### config.mk
export PLATFORM = sky130hd
export DESIGN_NAME = gra_lane
export DESIGN_NICKNAME = d
export VERILOG_FILES = /design/src/hw/rtl/gra_pkg.sv /design/src/hw/rtl/gra_lane.sv
export SDC_FILE = /design/constraint.sdc
export NUM_CORES = 1
export LEC_CHECK = 0
export BUFFER_PORTS_ARGS = -buffer_cell sky130_fd_sc_hd__buf_2
export CAP_MARGIN = 5
export CELL_PAD_IN_SITES_DETAIL_PLACEMENT = 1
export CELL_PAD_IN_SITES_GLOBAL_PLACEMENT = 2
export CORE_MARGIN = 5
export CORE_UTILIZATION = 44
export CTS_CLUSTER_SIZE = 14
export DETAILED_ROUTE_END_ITERATION = 8
export PLACE_DENSITY = 0.92
export SLEW_MARGIN = 20
export SYNTH_ARGS = -nofsm -noshare
export SYNTH_HDL_FRONTEND = slang
export SYNTH_SLANG_ARGS = --single-unit
export TNS_END_PERCENT = 5
### constraint.sdc
create_clock -name clk -period 19.3 [get_ports clk]
set_input_delay 0 -clock clk [delete_from_list [all_inputs] [get_ports clk]]
set_output_delay 0 -clock clk [all_outputs]
set_load 0.01 [all_outputs]
### src/hw/rtl/gra_pkg.sv
package gra_pkg;

  // The quotient of each lane's ceiling division is at most total_extra + 1.
  localparam int QUO_BITS   = 17;
  localparam int ITER_BITS  = 5;
  localparam int SHARE_BITS = 16;
  localparam int CELLS      = 3;

  typedef logic [1:0] cell_idx_t;

  typedef struct packed {
    logic                  done;
    logic [SHARE_BITS-1:0] share;
  } lane_res_t;

endpackage

### src/hw/rtl/gra_lane.sv
module gra_lane #(
  parameter int COUNT_BITS = 16
) (
  input  logic                            clk,
  input  logic                            rst_n,
  input  logic                            start,
  input  logic [gra_pkg::SHARE_BITS-1:0]  total,
  input  logic [COUNT_BITS-1:0]           cnt,
  input  logic [COUNT_BITS+1:0]           sum,
  output gra_pkg::lane_res_t              res
);

  localparam int NUM_W = COUNT_BITS + gra_pkg::QUO_BITS;
  localparam int DVD_W = NUM_W + 1;
  localparam int SUM_W = COUNT_BITS + 2;
  localparam int QB    = gra_pkg::QUO_BITS;
  localparam logic [gra_pkg::ITER_BITS-1:0] ITER_LAST = gra_pkg::ITER_BITS'(QB - 1);

  typedef enum logic [3:0] {
    L_IDLE = 4'b0001,
    L_LOAD = 4'b0010,
    L_DIV  = 4'b0100,
    L_DONE = 4'b1000
  } lane_state_t;

  lane_state_t                    state_r;
  logic [NUM_W-1:0]               num_r;
  logic [SUM_W-1:0]               sum_r;
  logic [SUM_W-1:0]               rem_r;
  logic [QB-1:0]                  quo_r;
  logic [gra_pkg::ITER_BITS-1:0]  iter_r;

  logic [QB-1:0]    total_p1;
  logic [DVD_W-1:0] dvd;
  logic [SUM_W:0]   trial;
  logic [SUM_W:0]   diff;
  logic             ge;
  logic [QB-1:0]    quo_m1;

  assign total_p1 = QB'(total) + QB'(1);
  // Adding sum - 1 before dividing turns the floor into a ceiling.
  assign dvd      = DVD_W'(num_r) + DVD_W'(sum_r) - DVD_W'(1);
  assign trial    = {rem_r, quo_r[QB-1]};
  assign diff     = trial - {1'b0, sum_r};
  assign ge       = trial >= {1'b0, sum_r};
  assign quo_m1   = quo_r - QB'(1);

  always_ff @(posedge clk) begin
    if (!rst_n) begin
      state_r <= L_IDLE;
    end else if (start) begin
      state_r <= L_LOAD;
    end else begin
      unique case (state_r)
        L_LOAD: state_r <= L_DIV;
        L_DIV: begin
          if (iter_r == ITER_LAST) state_r <= L_DONE;
        end
        default: state_r <= state_r;
      endcase
    end
  end

  always_ff @(posedge clk) begin
    if (start) begin
      num_r <= NUM_W'(total_p1) * NUM_W'(cnt);
      sum_r <= sum;
    end else if (state_r == L_LOAD) begin
      rem_r  <= SUM_W'(dvd[DVD_W-1:QB]);
      quo_r  <= dvd[QB-1:0];
      iter_r <= '0;
    end else if (state_r == L_DIV) begin
      rem_r  <= ge ? diff[SUM_W-1:0] : trial[SUM_W-1:0];
      quo_r  <= {quo_r[QB-2:0], ge};
      iter_r <= iter_r + gra_pkg::ITER_BITS'(1);
    end
  end

  assign res.done  = (state_r == L_DONE);
  assign res.share = (quo_r == '0) ? '0 : quo_m1[gra_pkg::SHARE_BITS-1:0];

endmodule

==> results of run 1 <==
state kept, by name, summed over array words and instances (netlist names):
signal	cells
iter_r	5
rem_r	18
sum_r	18
quo_r	17
state_r	4
num_r	33
worst max-delay path, delay by kind of cell:
| kind | cells | cell delay, ns |
|---|---|---|
| buffers and inverters | 7 | 0.88 |
| AND/OR/NAND/NOR | 4 | 0.72 |
| adder cells (fa/ha/maj) | 8 | 3.75 |
| AO/OA/AOI/OAI | 7 | 1.56 |
| XOR/XNOR | 2 | 0.63 |
power groups by stage:
stage | Combinational (mW) | Sequential, mW | Clock, mW
6_report | 2.73 | 0.393 | 0.162
5_1_grt | 3.09 | 0.399 | 0.176
4_1_cts | 2.75 | 0.394 | 0.168
3_5_place_dp | 2.72 | 0.398 | 0
3_3_place_gp | 2.60 | 0.396 | 0
2_1_floorplan | 2.08 | 0.394 | 0
through the flow:
step	area [um^2]	worst slack [ns]	utilization	hold WS [ns]	total power, mW
floorplan	15900	12.52	-	0.0762	2.47
global placement	16800	11.70	0.471	0.179	2.99
detailed placement	16800	11.48	0.471	0.178	3.12
CTS	17300	11.81	0.484	0.224	3.31
global route	17300	11.43	0.484	0.247	3.67
finish	17300	11.83	0.484	0.230	3.28
kinds of logic (layout without fill, tap and decap cells):
| kind of cell | Yosys count | after routing |
|---|---|---|
| AOI/OAI and AO/OA | 255 | 255 |
| muxes | 7 | 7 |
| DFF | 95 | 95 |
| xor gates and xnor gates | 92 | 92 |
| and+or+nand+nor | 537 | 537 |
| adders and majority gates | 387 | 387 |
| buffers and inverters | 395 | 457 |
metal layers:
metal | track usage | vias up | part of all wire | wire [um]
li1 | - | 5779 | - | -
met2 | 0.391 | 205 | 0.51 | 21600
met1 | 0.277 | 6134 | 0.44 | 18800
met3 | 0.0228 | 51 | 0.031 | 1300
met5 | 0 | - | 0 | 0
met4 | 0.0499 | 0 | 0.017 | 705
final timing paths:
kind                 to  cells after the start  slack, ns
max           num_r[31]                     28      11.83
min            num_r[0]                      2       0.23
max reg2reg   rem_r[16]                     15      15.50
min reg2reg  state_r[0]                      2       0.53
layout by cell type (no fill, tap or decap), types with 3 or more instances in the layout:
master         netlist  routed
a211oi_1            14      14
a21boi_0             4       4
a21o_1              25      25
a21oi_1             80      80
a31oi_1              8       8
and2_1             119     119
and3_1               7       7
buf_2                2      69
buf_4                1      14
clkbuf_1            52       5
clkbuf_16            0       9
dfxtp_1              4       4
dlygate4sd3_1        0      19
edfxtp_1            91      91
fa_1               210     210
ha_1               177     177
inv_1              339     339
mux2i_1              5       5
nand2_1            197     197
nand2b_1            21      21
nand3_1             29      29
nand4_1             11      11
nor2_1              75      75
nor2b_1             28      28
nor3_1              17      17
nor4_1               6       4
o211ai_1             5       5
o21a_1               9       9
o21ai_0             58      58
o21ai_2              3       4
o21bai_1             9       9
o31ai_1              4       4
or2_2                3       3
or3_1                6       6
or4_1                3       3
xnor2_1             59      54
xnor2_2              0       5
xor2_1              33      32
Yosys cell counts, drive strengths merged, types with 17 or more instances:
cell / n / area share
nand2: 197 / 0.046
o21ai: 64 / 0.021
a21oi: 83 / 0.028
xor2: 33 / 0.018
nand3: 29 / 0.0091
ha: 177 / 0.14
edfxtp: 91 / 0.17
fa: 210 / 0.26
nand2b: 21 / 0.0082
xnor2: 59 / 0.032
inv: 339 / 0.080
nor3: 17 / 0.0053
nor2b: 28 / 0.011
clkbuf: 52 / 0.012
nor2: 76 / 0.018
and2: 119 / 0.047
a21o: 26 / 0.012
cell type report:
class,count,area [um^2],area share
inverters,339,1270,0.0738
well taps,461,577,0.0334
multi-input cells,1278,11700,0.678
flip-flops and latches,95,2810,0.163
clock buffers,14,244,0.0141
clock inverters,2,12.5,0.000725
repair buffers,102,641,0.0371
==> impl_metrics.toml, run 1 <==
[power]
combPwrFrac = 0.831
p_clk_frac = 0.049
switching_share = 0.509
ir_drop_mv = 0.140
switchingPower_mw = 1.67
internal_power_mw = 1.61
power_density_mw_per_mm2 = 190
p_leak_nw = 8.30
sequentialPowerShare = 0.120

[detailed_routing]
drcViolationCount = 0
routed_wl_mm = 42.4
antenna_left = 0
num_vias = 12200
post_drt_via_cell_ratio = 5.31
wl_per_cell_um = 18.5
first_iter_violations = 446
drt_first_pass_iters = 4

[clock_tree]
h-tree-depth = 3
clock_latency_ns = 0.36
cts_resized = 0
clockRootBuffer = "clkbuf_16"
ctsHoldBuffers = 19
cts_inserted_buffers = 9
clock_path_buffers = 2
cts_setup_buffers = 0
cts_tree = "done"
path_clk_slew_ns = 0.06
cts.sinks = 95

[synthesis]
async_reset_ff_frac = 0
netlist-cell-type-count = 77
syn-num-nets = 2208
syn_area_mm2 = 0.0159
synth_mux_area_frac = 0.00456
ys_warn_count = 0
synth_xor_area_frac = 0.0506
synth_edf_count = 91
synth_top_family_by_area = "adder cells"
post_synth_and_or_nand_nor_area_fraction = 0.167
synth-main-ff-cell = "edfxtp_1"
synth_compound_area_frac = 0.104
synth-adder-area-share = 0.403
avgSynthCellArea_um2 = 9.01
synthCells = 1768
ys_seq_area_frac = 0.177
synth.ff_latch_count = 95

[critical_path]
crit_top_cell = "fa_1"
crit_path_end_kind = "flop"
crit_start = "total[0]"
slowest_delay_ns = 0.56
crit_arrival_ns = 7.57
cp_data_required_time_ns = 19.40
r2r_start = "sum_r[1]"
worst_path_max_delay_cell = "fa_1"
cp_max_fo = 18
worstSetupStartpointType = "input pin"
critPathKind = "in -> reg"

[global_routing]
grt_pass1_wl_mm = 71.0
grt_max_degree = 56
grt_pass1_vias = 13700
gr-total-overflow = 0
antenna_found_initial = 0
grt.total_usage = 0.215

[floorplan]
ios = 70
die-area_mm2 = 0.0401
fp.dieW_um = 200
core_mm2 = 0.0357
rows = 69
start_util = 0.447
die_h_um = 200

[final_layout]
nets = 2265
antennaDiodeCount = 0
num-fill-cells = 4160
syn_to_final_growth_pct = 8.32
drive_gt1_frac = 0.0716
instances_no_fill = 2291

[sta]
final_hold_viol_count = 0
slew_violations = 0
relSlewSlack = 0.300
fmax_mhz = 134
tightest_slew_ns = 1.04
final_period_minus_worst_setup_slack_ns = 7.47
finalSetupTns_ns = 0
min_period_over_period = 0.387
fin_skew_ns = 0.00925
setup_viol = 0
rsz0062_at_grt = "false"

[place]
io_buffers = 69
dp_hpwl_mm = 34.3
finalWeightedCongestion = 0.865
dpl.cell_count = 2256

[flow_run]
cap_violations = 0

[hold_path]
min_from = "total[0]"
hold_class = "in -> reg"

[status]
status = "finished clean"
No activity file was read; power rests on OpenSTA's default activity.
==> run 2, diff against run 1 <==
- CORE_UTILIZATION: 44 -> 41
- PLACE_DENSITY: 0.92 -> 0.87
- clock period: 19.3 -> 7.77 ns (I/O delays scaled with it)
==> run 2 against run 1 <==
Effect of this change: via count is essentially flat; critical endpoint unchanged; critical path depth shrank 3; sequential share of layout area shrank 0.18 points; clock-buffer cell count shrank 5; first-iteration DRC count grew 15%.
==> impl_metrics.toml, run 2 (synthesis gave the netlist of run 1 again) <==
[status]
status = "finished clean"

[sta]
relSlewSlack = 0.450
min_period_over_period = 0.893
slew_violations = 0
tightest_slew_ns = 0.822
finalSetupTns_ns = 0
rsz0062_at_grt = "false"
final_hold_viol_count = 0
setup_viol = 0
final_period_minus_worst_setup_slack_ns = 6.94
whs_ns = 0.232
fmax_mhz = 144
fin_skew_ns = 0.0126

[clock_tree]
cts_inserted_buffers = 9
cts_setup_buffers = 0
clock_latency_ns = 0.36
cts_resized = 0
clockRootBuffer = "clkbuf_16"
path_clk_slew_ns = 0.06
ctsHoldBuffers = 19
cts_tree = "done"
cts.sinks = 95
h-tree-depth = 3
clock_path_buffers = 2

[floorplan]
core_mm2 = 0.0386
die-area_mm2 = 0.0429
rows = 72
fp.dieW_um = 207
die_h_um = 207
ios = 70
start_util = 0.413

[detailed_routing]
first_iter_violations = 515
antenna_left = 0
routed_wl_mm = 41.9
post_drt_via_cell_ratio = 5.16
num_vias = 12200
drcViolationCount = 0
drt_first_pass_iters = 5
wl_per_cell_um = 17.8

[place]
dpl_cell_area_mm2 = 0.0169
io_buffers = 69
dp_hpwl_mm = 34.3
finalWeightedCongestion = 0.849

[global_routing]
grt.total_usage = 0.199
grt_pass1_vias = 13600
antenna_found_initial = 0
grt_pass1_wl_mm = 70.7
grt_max_degree = 56
gr-total-overflow = 0

[critical_path]
cp_data_required_time_ns = 7.87
cp_max_fo = 8
critPathKind = "in -> reg"
worst_path_max_delay_cell = "fa_1"
crit_buf_inv = 4
crit_arrival_ns = 7.04
worstSetupStartpointType = "input pin"
crit_path_end_kind = "flop"
slowest_delay_ns = 0.54
crit_top_cell = "fa_1"
critPathTopFamily = "adder cells"

[power]
sequentialPowerShare = 0.120
p_clk_frac = 0.061
switching_share = 0.501
combPwrFrac = 0.819
fin_total_pwr_mw = 8.15
ir_drop_mv = 0.358
p_leak_nw = 8.37
internal_power_mw = 4.07
switchingPower_mw = 4.08
power_density_mw_per_mm2 = 467

[final_layout]
drive_gt1_frac = 0.0755
fin_util = 0.452
largest_register = "num_r"
layout_commonest_cell = "inv_1"
syn_to_final_growth_pct = 9.54
largestRegisters = "num_r x33, rem_r x18, sum_r x18"
antennaDiodeCount = 0
nets = 2275
num-fill-cells = 4613
fin_area_mm2 = 0.0174
layout.cells.most_common_list = "inv_1, fa_1, nand2_1, ha_1, and2_1"
largest_reg_flops = 33

[hold_path]
hold_class = "in -> reg"

[flow_run]
cap_violations = 0
run 2: changes by cell type in the layout (fill, tap and decap cells not counted):
cell,previous run,this run
clkbuf_1,5,0
xnor2_2,5,0
clkinv_1,0,1
buf_12,0,1
xnor2_1,54,59
xor2_2,1,0
xor2_1,32,33
bufinv_16,0,3
clkinv_2,1,2
buf_4,14,23
run 2: cell type report:
| type | count | area (um^2) | area share |
|---|---|---|---|
| multi-input combinational | 1278 | 11600 | 0.668 |
| sequential | 95 | 2810 | 0.161 |
| inverter | 339 | 1270 | 0.0729 |
| timing repair buffer | 112 | 728 | 0.0417 |
| tap | 518 | 648 | 0.0371 |
| clock buffer | 9 | 225 | 0.0129 |
| clock inverter | 7 | 111 | 0.00638 |
run 2: power groups by stage:
stage / Combinational, mW / Clock, mW / Sequential [mW]
6_report: 6.67 / 0.501 / 0.977
5_1_grt: 7.58 / 0.534 / 0.989
4_1_cts: 6.73 / 0.515 / 0.980
3_5_place_dp: 6.66 / 0 / 0.990
3_3_place_gp: 6.48 / 0 / 0.985
2_1_floorplan: 5.16 / 0 / 0.978
run 2: metal layers:
| layer | vias up | share of wire | track usage | wire length, um |
|---|---|---|---|---|
| met3 | 49 | 0.028 | 0.0169 | 1180 |
| li1 | 5800 | - | - | - |
| met4 | 0 | 0.018 | 0.0413 | 761 |
| met1 | 6108 | 0.45 | 0.263 | 19000 |
| met5 | - | 0 | 0 | 0 |
| met2 | 213 | 0.50 | 0.360 | 21000 |
run 2: through the flow:
stage / setup slack (ns) / std cells
after floorplan: 0.994 / 1768
after global placement: 0.730 / 2323
after detailed placement: 0.420 / 2323
after CTS: 0.823 / 2358
after global routing: 0.505 / 2358
final: 0.828 / 2358
run 2: final timing paths:
kind                            cells past startpoint  slack [ns]         end        from
worst max-delay path                               25        0.83   num_r[31]    total[0]
worst max register to register                     15        3.91   rem_r[16]    sum_r[1]
worst min register to register                      2        0.53  state_r[0]  state_r[0]
worst min-delay path                                3        0.23    num_r[0]    total[0]
run 2: tightest hold or removal path: stages:
cell and delay (ns):
buf_2 0.12, buf_4 0.21, nor2b_1 0.12
==> run 3, diff against run 2 <==
- MAX_ROUTING_LAYER: unset -> met4
==> run 3 against run 2 <==
Effect of this change: clock power is essentially flat; highest routed layer unchanged; final cell count unchanged; non-clock buffer count is the same.
==> impl_metrics.toml, run 3 (synthesis gave the netlist of run 1 again) <==
[status]
status = "finished clean"

[final_layout]
largest_reg_flops = 33
layout.cells.most_common_list = "inv_1, fa_1, nand2_1, ha_1, and2_1"
regArea_mm2 = 0.00281
drive_gt1_frac = 0.0755
layout_commonest_cell = "inv_1"
multi_input_area_mm2 = 0.0116
instances_no_fill = 2358
antennaDiodeCount = 0
fin_util = 0.452
num-fill-cells = 4613
fin_area_mm2 = 0.0174
largestRegisters = "num_r x33, rem_r x18, sum_r x18"
nets = 2275
largest_register = "num_r"
syn_to_final_growth_pct = 9.54

[power]
p_leak_nw = 8.37
power_density_mw_per_mm2 = 467
ir_drop_mv = 0.358
fin_total_pwr_mw = 8.14

[sta]
fmax_mhz = 145
final_period_minus_worst_setup_slack_ns = 6.90
fin_skew_ns = 0.0140
final_hold_viol_count = 0
finalSetupTns_ns = 0
rsz0062_at_grt = "false"
min_period_over_period = 0.888
slew_violations = 0
setup_viol = 0
tightest_slew_ns = 0.859
relSlewSlack = 0.425

[detailed_routing]
antenna_left = 0
routed_wl_mm = 41.9
wl_per_cell_um = 17.8
drt_first_pass_iters = 6
drcViolationCount = 0
num_vias = 12100
first_iter_violations = 474
post_drt_via_cell_ratio = 5.13

[global_routing]
grt_pass1_vias = 13600
grt_max_degree = 56
grt_pass1_wl_mm = 70.8
gr-total-overflow = 0
grt.total_usage = 0.205
antenna_found_initial = 0

[clock_tree]
clockRootBuffer = "clkbuf_16"
clock_path_buffers = 2
cts_inserted_buffers = 9
clock_latency_ns = 0.36
cts_tree = "done"
cts.sinks = 95
h-tree-depth = 3
path_clk_slew_ns = 0.06

[place]
dpl.cell_count = 2323
dpl_cell_area_mm2 = 0.0169
io_buffers = 69
dp_hpwl_mm = 34.3
finalWeightedCongestion = 0.862

[floorplan]
start_util = 0.413
core_mm2 = 0.0386
die_h_um = 207
fp.dieW_um = 207
ios = 70
rows = 72
die-area_mm2 = 0.0429

[hold_path]
min_from = "total[0]"
hold_class = "in -> reg"

[critical_path]
cp_data_required_time_ns = 7.87
crit_start = "total[0]"
r2r_start = "sum_r[1]"
cp_max_fo = 8
worstSetupStartpointType = "input pin"
crit_arrival_ns = 7.00
critPathKind = "in -> reg"
crit_path_end_kind = "flop"

[flow_run]
cap_violations = 0
run 3: cell counts in the layout (fill, tap and decap cells not counted):
No cell type changed its count.
run 3: worst max-delay path, stage by stage:
cell and delay, ns:
buf_2 0.11, ha_1 0.19, nand3_1 0.21, nor3_1 0.37, xor2_1 0.50, nand2_1 0.16, fa_1 0.54, fa_1 0.43
fa_1 0.53, inv_1 0.05, fa_1 0.46, fa_1 0.54, inv_1 0.05, fa_1 0.53, inv_1 0.04, ha_1 0.38
a21oi_4 0.24, and2b_1 0.20, o21a_1 0.17, a311o_1 0.37, a21oi_4 0.23, o211a_1 0.20, o21ai_2 0.07, a221oi_2 0.27
xnor2_1 0.12
run 3: worst paths after layout:
kind           endpoint  slack, ns  cells past startpoint
min            num_r[0]       0.23                      3
max           num_r[31]       0.87                     25
max reg2reg   rem_r[16]       3.91                     15
min reg2reg  state_r[0]       0.53                      2
run 3: per-stage QoR:
step	setup WS, ns	hold WS [ns]
global placement	0.730	0.181
global route	0.505	0.240
CTS	0.823	0.216
floorplan	0.994	0.0762
finish	0.869	0.230
detailed placement	0.420	0.179
run 3: what timing repair did:
action / in CTS / in global routing
hold buffers: 19 / 0
resized for setup: 0 / 0
setup buffers: 0 / 0
hold endpoints to repair: 22 / 0
run 3: area by class of cell:
cell class	instances	share of cell area
clock buffers	9	0.0129
clock inverters	7	0.00638
inverters	339	0.0729
multi-input cells	1278	0.668
flip-flops and latches	95	0.161
well taps	518	0.0371
repair buffers	112	0.0417
run 3: metal layers:
layer | share of wire | vias to the layer above | track usage
met2 | 0.50 | 171 | 0.359
met1 | 0.46 | 6076 | 0.264
met4 | 0.017 | 0 | 0.0420
met3 | 0.025 | 44 | 0.0153
met5 | 0 | - | -
li1 | - | 5797 | -
run 3: power by group:
part / internal, mW / switching, mW / leakage [nW]
clock: 0.312 / 0.191 / 0.163
sequential: 0.937 / 0.0398 / 0.895
combinational: 2.82 / 3.84 / 7.31
